<file path="config.mk">
export PLATFORM = sky130hd
export DESIGN_NAME = hsv_color_interpolator_core
export DESIGN_NICKNAME = d
export VERILOG_FILES = /design/src/sv/hci_pkg.sv /design/src/sv/hci_div.sv /design/src/sv/hci_lane.sv /design/src/sv/hci_merge.sv /design/src/sv/hsv_color_interpolator_core.sv
export SDC_FILE = /design/constraint.sdc
export NUM_CORES = 2
export LEC_CHECK = 0
export BUFFER_PORTS_ARGS = -buffer_cell sky130_fd_sc_hd__buf_2
export CORE_UTILIZATION = 35
export DETAILED_ROUTE_END_ITERATION = 8
export PLACE_DENSITY = 0.57
export SYNTH_ARGS = -nofsm -noshare
export SYNTH_HDL_FRONTEND = slang
export SYNTH_SLANG_ARGS = --single-unit
export TNS_END_PERCENT = 10
</file>
<file path="constraint.sdc">
create_clock -name clock -period 24.8 [get_ports clock]
set_input_delay 4.96 -clock clock [delete_from_list [all_inputs] [get_ports clock]]
set_output_delay 4.96 -clock clock [all_outputs]
set_load 0.01 [all_outputs]
</file>
<file path="src/sv/hci_pkg.sv">
// Package: widths, constants and types for the HSV interpolator
package hci_pkg;
   localparam int FRACTION_BITS_DEFAULT = 8;
   localparam int LANE_DEPTH = 6;
   localparam int LATENCY = 9;
   localparam logic [7:0] HUE_RED   = 8'd0;
   localparam logic [7:0] HUE_GREEN = 8'd85;
   localparam logic [7:0] HUE_BLUE  = 8'd171;
   localparam logic [7:0] SECTOR    = 8'd43;

   typedef struct packed {
      logic [7:0] h;
      logic [7:0] s;
      logic [7:0] v;
   } hsv_type;

   typedef enum logic [2:0] {
      REG_0 = 3'd0, REG_1 = 3'd1, REG_2 = 3'd2,
      REG_3 = 3'd3, REG_4 = 3'd4, REG_5 = 3'd5
   } region_type;
endpackage

</file>
<file path="src/sv/hci_div.sv">
// Restoring divider stage: two quotient bits of num/den per clock, registered
module hci_div (
   input  logic       clock,
   input  logic [7:0] rem_i,
   input  logic [7:0] num_i,
   input  logic [7:0] quo_i,
   input  logic [7:0] den_i,
   output logic [7:0] rem_o,
   output logic [7:0] num_o,
   output logic [7:0] quo_o,
   output logic [7:0] den_o
);
   // partial remainder stays below den, so nine bits hold each trial
   logic [8:0] sh_a, trial_a, sh_b, trial_b;
   logic [7:0] rem_a, rem_b;
   logic       q_a, q_b;
   always_comb begin
      sh_a    = {rem_i, num_i[7]};
      trial_a = sh_a - {1'b0, den_i};
      q_a     = ~trial_a[8];
      rem_a   = q_a ? trial_a[7:0] : sh_a[7:0];
      sh_b    = {rem_a, num_i[6]};
      trial_b = sh_b - {1'b0, den_i};
      q_b     = ~trial_b[8];
      rem_b   = q_b ? trial_b[7:0] : sh_b[7:0];
   end

   logic [7:0] rem_ff, num_ff, quo_ff, den_ff;
   always_ff @(posedge clock) begin
      rem_ff <= rem_b;
      num_ff <= {num_i[5:0], 2'b00};
      quo_ff <= {quo_i[5:0], q_a, q_b};
      den_ff <= den_i;
   end

   assign rem_o = rem_ff;
   assign num_o = num_ff;
   assign quo_o = quo_ff;
   assign den_o = den_ff;
endmodule

</file>
<file path="src/sv/hci_lane.sv">
// One color lane: RGB to HSV conversion, pipelined over stages
module hci_lane (
   input  logic                clock,
   input  logic [7:0]          red,
   input  logic [7:0]          green,
   input  logic [7:0]          blue,
   output hci_pkg::hsv_type    hsv
);
   localparam int DIV_STAGES = 4;

   // stage 1: min, max, signed difference, base
   logic [7:0] hi_ff, span_ff, base_ff;
   logic [7:0] dmag_ff;
   logic       dneg_ff;
   logic [7:0] lo, hi;
   logic [7:0] dmag_in, base_in;
   logic       dneg_in;
   logic [8:0] d;

   always_comb begin
      lo = (red < green) ? ((red < blue) ? red : blue) : ((green < blue) ? green : blue);
      hi = (red > green) ? ((red > blue) ? red : blue) : ((green > blue) ? green : blue);
      priority if (hi == red) begin
         base_in = hci_pkg::HUE_RED;
         d = {1'b0, green} - {1'b0, blue};
      end else if (hi == green) begin
         base_in = hci_pkg::HUE_GREEN;
         d = {1'b0, blue} - {1'b0, red};
      end else begin
         base_in = hci_pkg::HUE_BLUE;
         d = {1'b0, red} - {1'b0, green};
      end
      dneg_in = d[8];
      dmag_in = d[8] ? 8'(-d) : d[7:0];
   end

   always_ff @(posedge clock) begin
      hi_ff   <= hi;
      span_ff <= hi - lo;
      base_ff <= base_in;
      dmag_ff <= dmag_in;
      dneg_ff <= dneg_in;
   end

   // stage 2: numerators 255*span and 43*|diff|
   logic [15:0] sn_ff, hn_ff;
   logic [7:0]  hi2_ff, span2_ff, base2_ff;
   logic        dneg2_ff;
   always_ff @(posedge clock) begin
      sn_ff    <= {span_ff, 8'd0} - {8'd0, span_ff};
      hn_ff    <= 16'(dmag_ff) * 16'(hci_pkg::SECTOR);
      hi2_ff   <= hi_ff;
      span2_ff <= span_ff;
      base2_ff <= base_ff;
      dneg2_ff <= dneg_ff;
   end

   // stages 3 to 6: two dividers, two quotient bits per stage
   // numerator is below 256*den, so the high byte starts as the remainder
   logic [7:0] s_rem [DIV_STAGES+1];
   logic [7:0] s_num [DIV_STAGES+1];
   logic [7:0] s_quo [DIV_STAGES+1];
   logic [7:0] s_den [DIV_STAGES+1];
   logic [7:0] h_rem [DIV_STAGES+1];
   logic [7:0] h_num [DIV_STAGES+1];
   logic [7:0] h_quo [DIV_STAGES+1];
   logic [7:0] h_den [DIV_STAGES+1];
   assign s_rem[0] = sn_ff[15:8];
   assign s_num[0] = sn_ff[7:0];
   assign s_quo[0] = '0;
   assign s_den[0] = hi2_ff;
   assign h_rem[0] = hn_ff[15:8];
   assign h_num[0] = hn_ff[7:0];
   assign h_quo[0] = '0;
   assign h_den[0] = span2_ff;
   for (genvar k = 0; k < DIV_STAGES; k++) begin : g_div
      hci_div u_sdiv (.clock(clock), .rem_i(s_rem[k]), .num_i(s_num[k]),
         .quo_i(s_quo[k]), .den_i(s_den[k]), .rem_o(s_rem[k+1]),
         .num_o(s_num[k+1]), .quo_o(s_quo[k+1]), .den_o(s_den[k+1]));
      hci_div u_hdiv (.clock(clock), .rem_i(h_rem[k]), .num_i(h_num[k]),
         .quo_i(h_quo[k]), .den_i(h_den[k]), .rem_o(h_rem[k+1]),
         .num_o(h_num[k+1]), .quo_o(h_quo[k+1]), .den_o(h_den[k+1]));
   end

   // hue base and sign ride beside the dividers
   logic [7:0] base_d_ff [DIV_STAGES];
   logic       dneg_d_ff [DIV_STAGES];
   always_ff @(posedge clock) begin
      base_d_ff[0] <= base2_ff;
      dneg_d_ff[0] <= dneg2_ff;
      for (int k = 1; k < DIV_STAGES; k++) begin
         base_d_ff[k] <= base_d_ff[k-1];
         dneg_d_ff[k] <= dneg_d_ff[k-1];
      end
   end

   // black and gray force hue and saturation to zero
   logic blk;
   assign blk = (s_den[DIV_STAGES] == 8'd0);
   always_comb begin
      hsv.v = s_den[DIV_STAGES];
      hsv.s = blk ? 8'd0 : s_quo[DIV_STAGES];
      hsv.h = (blk || s_quo[DIV_STAGES] == 8'd0) ? 8'd0 :
              (dneg_d_ff[DIV_STAGES-1] ? base_d_ff[DIV_STAGES-1] - h_quo[DIV_STAGES]
                                       : base_d_ff[DIV_STAGES-1] + h_quo[DIV_STAGES]);
   end
endmodule

</file>
<file path="src/sv/hci_merge.sv">
// Merge stage: blends the two lane results and converts back to RGB
module hci_merge #(
   parameter int FRACTION_BITS = hci_pkg::FRACTION_BITS_DEFAULT
) (
   input  logic                   clock,
   input  hci_pkg::hsv_type       hsv_a,
   input  hci_pkg::hsv_type       hsv_b,
   input  logic [FRACTION_BITS:0] frac,
   output logic [7:0]             red,
   output logic [7:0]             green,
   output logic [7:0]             blue
);
   localparam int FW = FRACTION_BITS + 1;
   localparam int PW = FW + 8;
   localparam logic [FW-1:0] ONE = FW'(1) << FRACTION_BITS;

   // stage 1: blend three channels
   logic [PW-1:0] bh, bs, bv;
   logic [FW-1:0] inv;
   assign inv = ONE - frac;
   assign bh = PW'(hsv_a.h) * PW'(inv) + PW'(hsv_b.h) * PW'(frac);
   assign bs = PW'(hsv_a.s) * PW'(inv) + PW'(hsv_b.s) * PW'(frac);
   assign bv = PW'(hsv_a.v) * PW'(inv) + PW'(hsv_b.v) * PW'(frac);

   logic [7:0] h_ff, s_ff, v_ff;
   always_ff @(posedge clock) begin
      h_ff <= bh[FRACTION_BITS +: 8];
      s_ff <= bs[FRACTION_BITS +: 8];
      v_ff <= bv[FRACTION_BITS +: 8];
   end

   // stage 2: region, remainder, inner products
   logic [2:0] reg_w;
   logic [7:0] rem_w;
   always_comb begin
      priority if (h_ff >= 8'd215) reg_w = 3'd5;
      else if (h_ff >= 8'd172) reg_w = 3'd4;
      else if (h_ff >= 8'd129) reg_w = 3'd3;
      else if (h_ff >= 8'd86)  reg_w = 3'd2;
      else if (h_ff >= 8'd43)  reg_w = 3'd1;
      else                     reg_w = 3'd0;
      rem_w = 8'((h_ff - 8'(reg_w) * 8'd43) * 8'd6);
   end
   logic [15:0] sq_w, st_w;
   assign sq_w = 16'(s_ff) * 16'(rem_w);
   assign st_w = 16'(s_ff) * 16'(8'd255 - rem_w);

   hci_pkg::region_type rg_ff;
   logic [7:0] s2_ff, v2_ff, qi_ff, ti_ff;
   always_ff @(posedge clock) begin
      rg_ff <= hci_pkg::region_type'(reg_w);
      s2_ff <= s_ff;
      v2_ff <= v_ff;
      qi_ff <= 8'd255 - sq_w[15:8];
      ti_ff <= 8'd255 - st_w[15:8];
   end

   // stage 3: outer products and sector select
   logic [15:0] pp, qp, tp;
   logic [7:0]  p, q, t, r_w, g_w, b_w;
   always_comb begin
      pp = 16'(v2_ff) * 16'(8'd255 - s2_ff);
      qp = 16'(v2_ff) * 16'(qi_ff);
      tp = 16'(v2_ff) * 16'(ti_ff);
      p = pp[15:8];
      q = qp[15:8];
      t = tp[15:8];
      unique case (rg_ff)
         hci_pkg::REG_0: begin r_w = v2_ff; g_w = t; b_w = p; end
         hci_pkg::REG_1: begin r_w = q; g_w = v2_ff; b_w = p; end
         hci_pkg::REG_2: begin r_w = p; g_w = v2_ff; b_w = t; end
         hci_pkg::REG_3: begin r_w = p; g_w = q; b_w = v2_ff; end
         hci_pkg::REG_4: begin r_w = t; g_w = p; b_w = v2_ff; end
         default:        begin r_w = v2_ff; g_w = p; b_w = q; end
      endcase
      if (s2_ff == 8'd0) begin
         r_w = v2_ff; g_w = v2_ff; b_w = v2_ff;
      end
   end

   always_ff @(posedge clock) begin
      red   <= r_w;
      green <= g_w;
      blue  <= b_w;
   end
endmodule

</file>
<file path="src/sv/hsv_color_interpolator_core.sv">
// Top level of the HSV color interpolator: two conversion lanes and a merge stage
// Throughput: one beat per cycle; busy is tied low, the pipeline never stalls.
// Depth is set by the conversion lane (6 stages: extremes, numerators, four divider
// stages at two quotient bits each) plus the merge stage (3 stages: blend, inner
// products, outer products). Reset clears only the valid pipeline.
module hsv_color_interpolator_core #(
   parameter int FRACTION_BITS = hci_pkg::FRACTION_BITS_DEFAULT
) (
   input  logic                   clock,
   input  logic                   reset,
   input  logic                   start,
   output logic                   busy,
   input  logic [7:0]             req_from_red,
   input  logic [7:0]             req_from_green,
   input  logic [7:0]             req_from_blue,
   input  logic [7:0]             req_to_red,
   input  logic [7:0]             req_to_green,
   input  logic [7:0]             req_to_blue,
   input  logic [FRACTION_BITS:0] req_fraction,
   output logic                   rsp_valid,
   output logic [7:0]             rsp_out_red,
   output logic [7:0]             rsp_out_green,
   output logic [7:0]             rsp_out_blue
);
   localparam int FW = FRACTION_BITS + 1;
   localparam logic [FW-1:0] ONE = FW'(1) << FRACTION_BITS;

   assign busy = 1'b0;

   // clamp fraction, delay it to meet lane outputs
   logic [FW-1:0] frac_ff [hci_pkg::LANE_DEPTH];
   always_ff @(posedge clock) begin
      frac_ff[0] <= (req_fraction > ONE) ? ONE : req_fraction;
      for (int k = 1; k < hci_pkg::LANE_DEPTH; k++) begin
         frac_ff[k] <= frac_ff[k-1];
      end
   end

   hci_pkg::hsv_type hsv_a, hsv_b;
   hci_lane u_lane_a (.clock(clock), .red(req_from_red), .green(req_from_green),
      .blue(req_from_blue), .hsv(hsv_a));
   hci_lane u_lane_b (.clock(clock), .red(req_to_red), .green(req_to_green),
      .blue(req_to_blue), .hsv(hsv_b));

   hci_merge #(.FRACTION_BITS(FRACTION_BITS)) u_merge (.clock(clock), .hsv_a(hsv_a),
      .hsv_b(hsv_b), .frac(frac_ff[hci_pkg::LANE_DEPTH-1]), .red(rsp_out_red),
      .green(rsp_out_green), .blue(rsp_out_blue));

   // valid pipeline
   logic [hci_pkg::LATENCY-1:0] vld_ff, vld_in;
   assign vld_in = {vld_ff[hci_pkg::LATENCY-2:0], start & ~busy};
   always_ff @(posedge clock) begin
      if (reset) begin
         vld_ff <= '0;
      end else begin
         vld_ff <= vld_in;
      end
   end
   assign rsp_valid = vld_ff[hci_pkg::LATENCY-1];
endmodule

</file>
==> out/results.tsv <==
stage	metric	value	unit
critical_path	Worst path top cell family by delay	compound AO/OA/AOI/OAI gates	
yosys	mapped cell area	0.0569	sq mm
critical_path	Reg2Reg Launch Point	u_merge.h_ff[1]	
sta	hold_ws	316	ps
critical_path	startpoint types	input port	
cts	TritonCTS clock tree	yes	
sta	RSZ-0062 raised after global routing	no	
global_route	GR Overflow Total	0	
placed_design	Final GP Congestion	0.913	
critical_path	CP Data Required Time	25340	ps
yosys	flops & latches, synth	662	
cts	Clock Tree Root	clkbuf_16	
sta	final hold vios	0	
run_status	status	finished, final reports clean	
critical_path	critical path type	in2reg	
cts	hold_buf cts	0	
layout	most frequent cells in the layout	inv_1, ha_1, dfxtp_1	
die	die width	405	um
sta	Rel. slew slack	21.8	%
critical_path	Max Fanout on Critical Path	11	
drt	WL final	128000	um
critical_path	Setup crit end kind	flip-flop	
hold_path	HP Class	reg2reg	
drt	Antenna Nets Post-Route	0	
global_route	global-route wire length before repair	212000	um
drt	DRC Markers	0	
sta	total negative slack	0	ps
placed_design	Cells after DPL	8221	
critical_path	Critical Path, Cell by Cell	buf_2 -> inv_1 -> ha_1 -> nor2b_4 -> o31a_1 -> o311a_4 -> or2_2 -> o211ai_1 -> nand2_1 -> o21a_1 -> inv_1 -> ha_1 -> nor2b_1 -> o21ai_0 -> nand2b_1 -> a21o_1 -> a21o_1 -> a21o_1 -> a21oi_1 -> xnor2_1 -> xnor2_1	
critical_path	Worst path slowest cell	o211ai_1	
layout	fraction of layout cells with a size suffix above 1	7.25	%
cts	Longest Clk Path Bufs	3	
yosys	register area share after synthesis	23.3	%
global_route	GR Util All Layers	15.9	%
yosys	Avg Inst Size Synth	9.36	sq um
die	Ports	86	
critical_path	Worst EP arrival	9400	ps
critical_path	WP depth	21	
critical_path	Reg2Reg Setup Slack	15990	ps
sta	fin crit period	8850	ps
yosys	mux cell area share after synthesis	3.65	%
layout	commonest non-fill, non-tap cell in the layout	inv_1	
yosys	Synth warnings	0	
critical_path	worst r2r path cells	33	
sta	Final setup viols	0	
hold_path	HP Start	u_lane_b.g_div[1].u_sdiv.quo_o[3]	
layout	Syn-to-layout area delta	10.3	%
drt	DR vias	39800	
die	Floorplan Core Area	0.161	sq mm
yosys	XOR/XNOR Fraction of Synth Area	6.98	%
critical_path	R2R Path End	u_merge.qi_ff[7]	
critical_path	CP max stage delay	410	ps
yosys	post-synthesis compound-gate area fraction	9.51	%
sta	Final Slew Violations	0	
yosys	Synthesized Nets	7443	
job	max-cap violations	0	
yosys	Yosys cell types	90	
yosys	ys flop type	dfxtp_1	
yosys	largest family of logic cells by synthesized area	adder cells	
drt	drt initial violations	1808	
cts	H-tree levels	3	
die	die area	0.164	sq mm
global_route	vias in the first global route	41100	
die	Die Ht	405	um
drt	DRT Pass-1 Iters	7	
die	Starting Density	35.4	%
sta	clk_skew	38.0	ps
critical_path	Worst setup startpoint	req_from_red[1]	
cts	clock slew at reported path FFs	60	ps
critical_path	most used cell, CP	a21o_1	
layout	fillers	16000	
layout	Final Instance Count excl. Fillers	8368	
drt	DR WL/cell	15.3	um
placed_design	hpwl dp	103000	um
yosys	EDFF count, synth	0	
critical_path	CP endpoint	u_lane_a.span_ff[7]	
yosys	Syn Inst Count	6080	
cts	Worst-Skew Late Latency	690	ps
global_route	largest net degree at the start of global routing	55	
drt	vias per cell	4.76	
layout	post-layout net count	7505	
layout	number of diodes	0	
die	# rows	147	
cts	Resize count post-CTS	0	
critical_path	CP bufs+invs	3	
yosys	Async SR Flop Fraction	0	%
yosys	Simple-Gate Fraction of Synth Area	13.0	%
global_route	initial antenna violation count	1	
cts	clk sinks	662	
sta	f_max	0.113	GHz
placed_design	port bufs	84	
cts	number of buffers created by CTS	79	
sta	Worst Max-Slew Pin Slew	1160	ps
yosys	Post-Synth Adder-Cell Area	35.9	%
sta	post-route clock period utilization	35.7	%
cts	setup repair bufs after CTS	0	
==> cells in the mapped netlist, drive strengths merged, types with 7 or more instances <==
library cell | instances | area [sq um]
nand3 | 44 | 220
mux2i | 54 | 566
a221o | 7 | 70.1
buf | 14 | 66.3
nor4 | 22 | 138
a21o | 134 | 1010
and2 | 251 | 1570
and3 | 80 | 500
or2 | 8 | 50.1
clkbuf | 138 | 518
ha | 757 | 9470
nor2b | 147 | 927
nor3b | 7 | 57.6
a211oi | 8 | 60.1
a21boi | 12 | 90.1
nor3 | 54 | 285
a31oi | 21 | 131
o31a | 9 | 78.8
o21ai | 182 | 911
a21oi | 247 | 1240
xnor2 | 315 | 2760
a221oi | 15 | 131
nand2b | 111 | 694
o22ai | 36 | 239
dfxtp | 662 | 13300
nand2 | 416 | 1570
nand4 | 20 | 125
xor2 | 136 | 1190
or3 | 14 | 87.6
inv | 1014 | 3810
mux2 | 134 | 1510
o22a | 9 | 78.8
nor2 | 280 | 1050
o31ai | 9 | 72.6
fa | 546 | 10900
o21bai | 65 | 488
o211ai | 11 | 96.3
o21a | 28 | 210
==> sequential cells by signal, indices dropped and copies added (netlist names), 9 cells and up <==
name / flops
u_lane_b.base_d_ff: 12
u_lane_b.sn_ff: 16
frac_ff: 54
u_lane_a.hn_ff: 14
u_lane_b.g_div.u_hdiv.rem_o: 24
u_lane_a.g_div.u_sdiv.num_o: 9
u_lane_b.g_div.u_sdiv.num_o: 9
u_lane_a.g_div.u_hdiv.den_o: 24
u_lane_a.g_div.u_hdiv.rem_o: 24
u_lane_b.g_div.u_sdiv.rem_o: 24
u_lane_a.g_div.u_sdiv.rem_o: 24
u_lane_a.g_div.u_sdiv.quo_o: 20
u_lane_a.g_div.u_hdiv.num_o: 12
u_lane_b.hn_ff: 14
u_lane_a.g_div.u_sdiv.den_o: 32
vld_ff: 9
u_lane_a.base_d_ff: 12
u_lane_b.g_div.u_hdiv.num_o: 12
u_lane_a.g_div.u_hdiv.quo_o: 20
u_lane_a.sn_ff: 16
u_lane_b.g_div.u_hdiv.quo_o: 20
u_lane_b.g_div.u_hdiv.den_o: 24
u_lane_b.g_div.u_sdiv.den_o: 32
u_lane_b.g_div.u_sdiv.quo_o: 20
==> stage by stage <==
| step | instance area, sq um | utilization, % | setup slack (ps) |
|---|---|---|---|
| after floorplan | 56900 | - | 15720 |
| after global placement | 59800 | 37.2 | 15270 |
| after detailed placement | 59800 | 37.2 | 15290 |
| after CTS | 62800 | 39.0 | 15880 |
| after global routing | 62800 | 39.0 | 15270 |
| final | 62800 | 39.0 | 15950 |
==> how the worst min path moves through the flow <==
stage | to | slack [ps] | cells after the start
2_1_floorplan | frac_ff[1][0] | 310 | 0
3_3_place_gp | u_lane_a.g_div[0].u_hdiv.num_o[2] | 310 | 0
3_5_place_dp | frac_ff[3][7] | 310 | 0
4_1_cts | u_lane_b.g_div[2].u_sdiv.quo_o[5] | 310 | 0
5_1_grt | u_lane_b.base_d_ff[0][5] | 310 | 0
6_report | u_lane_b.g_div[2].u_sdiv.quo_o[5] | 320 | 0
==> final cells by class <==
type	count	area, sq um	share of cell area, %
well taps	2160	2700	4.31
repair buffers	133	788	1.26
inverters	1015	3810	6.07
clock buffers	99	2220	3.53
flip-flops and latches	662	13300	21.1
clock inverters	48	719	1.15
multi-input cells	4251	39300	62.6
==> routing by layer <==
layer / track usage, % / up-vias / routed length, um
li1: - / 19700 / -
met1: 21.5 / 19300 / 61600
met2: 26.9 / 629 / 59800
met3: 2.14 / 157 / 4600
met4: 3.59 / 2 / 2380
met5: 0 / - / 13
==> cells by family (layout without fill, tap and decap cells) <==
group / Yosys count / in the layout
simple gates: 1465 / 1465
flops: 662 / 662
mux: 188 / 188
buf+inv: 1167 / 1295
compound gates: 842 / 842
other cells: 1 / 1
fa+ha+maj: 1303 / 1303
xor+xnor: 452 / 452
Power is left out: the tool's default activity adds up to more than one toggle a clock period on the data nets, which glitch-free logic cannot reach.
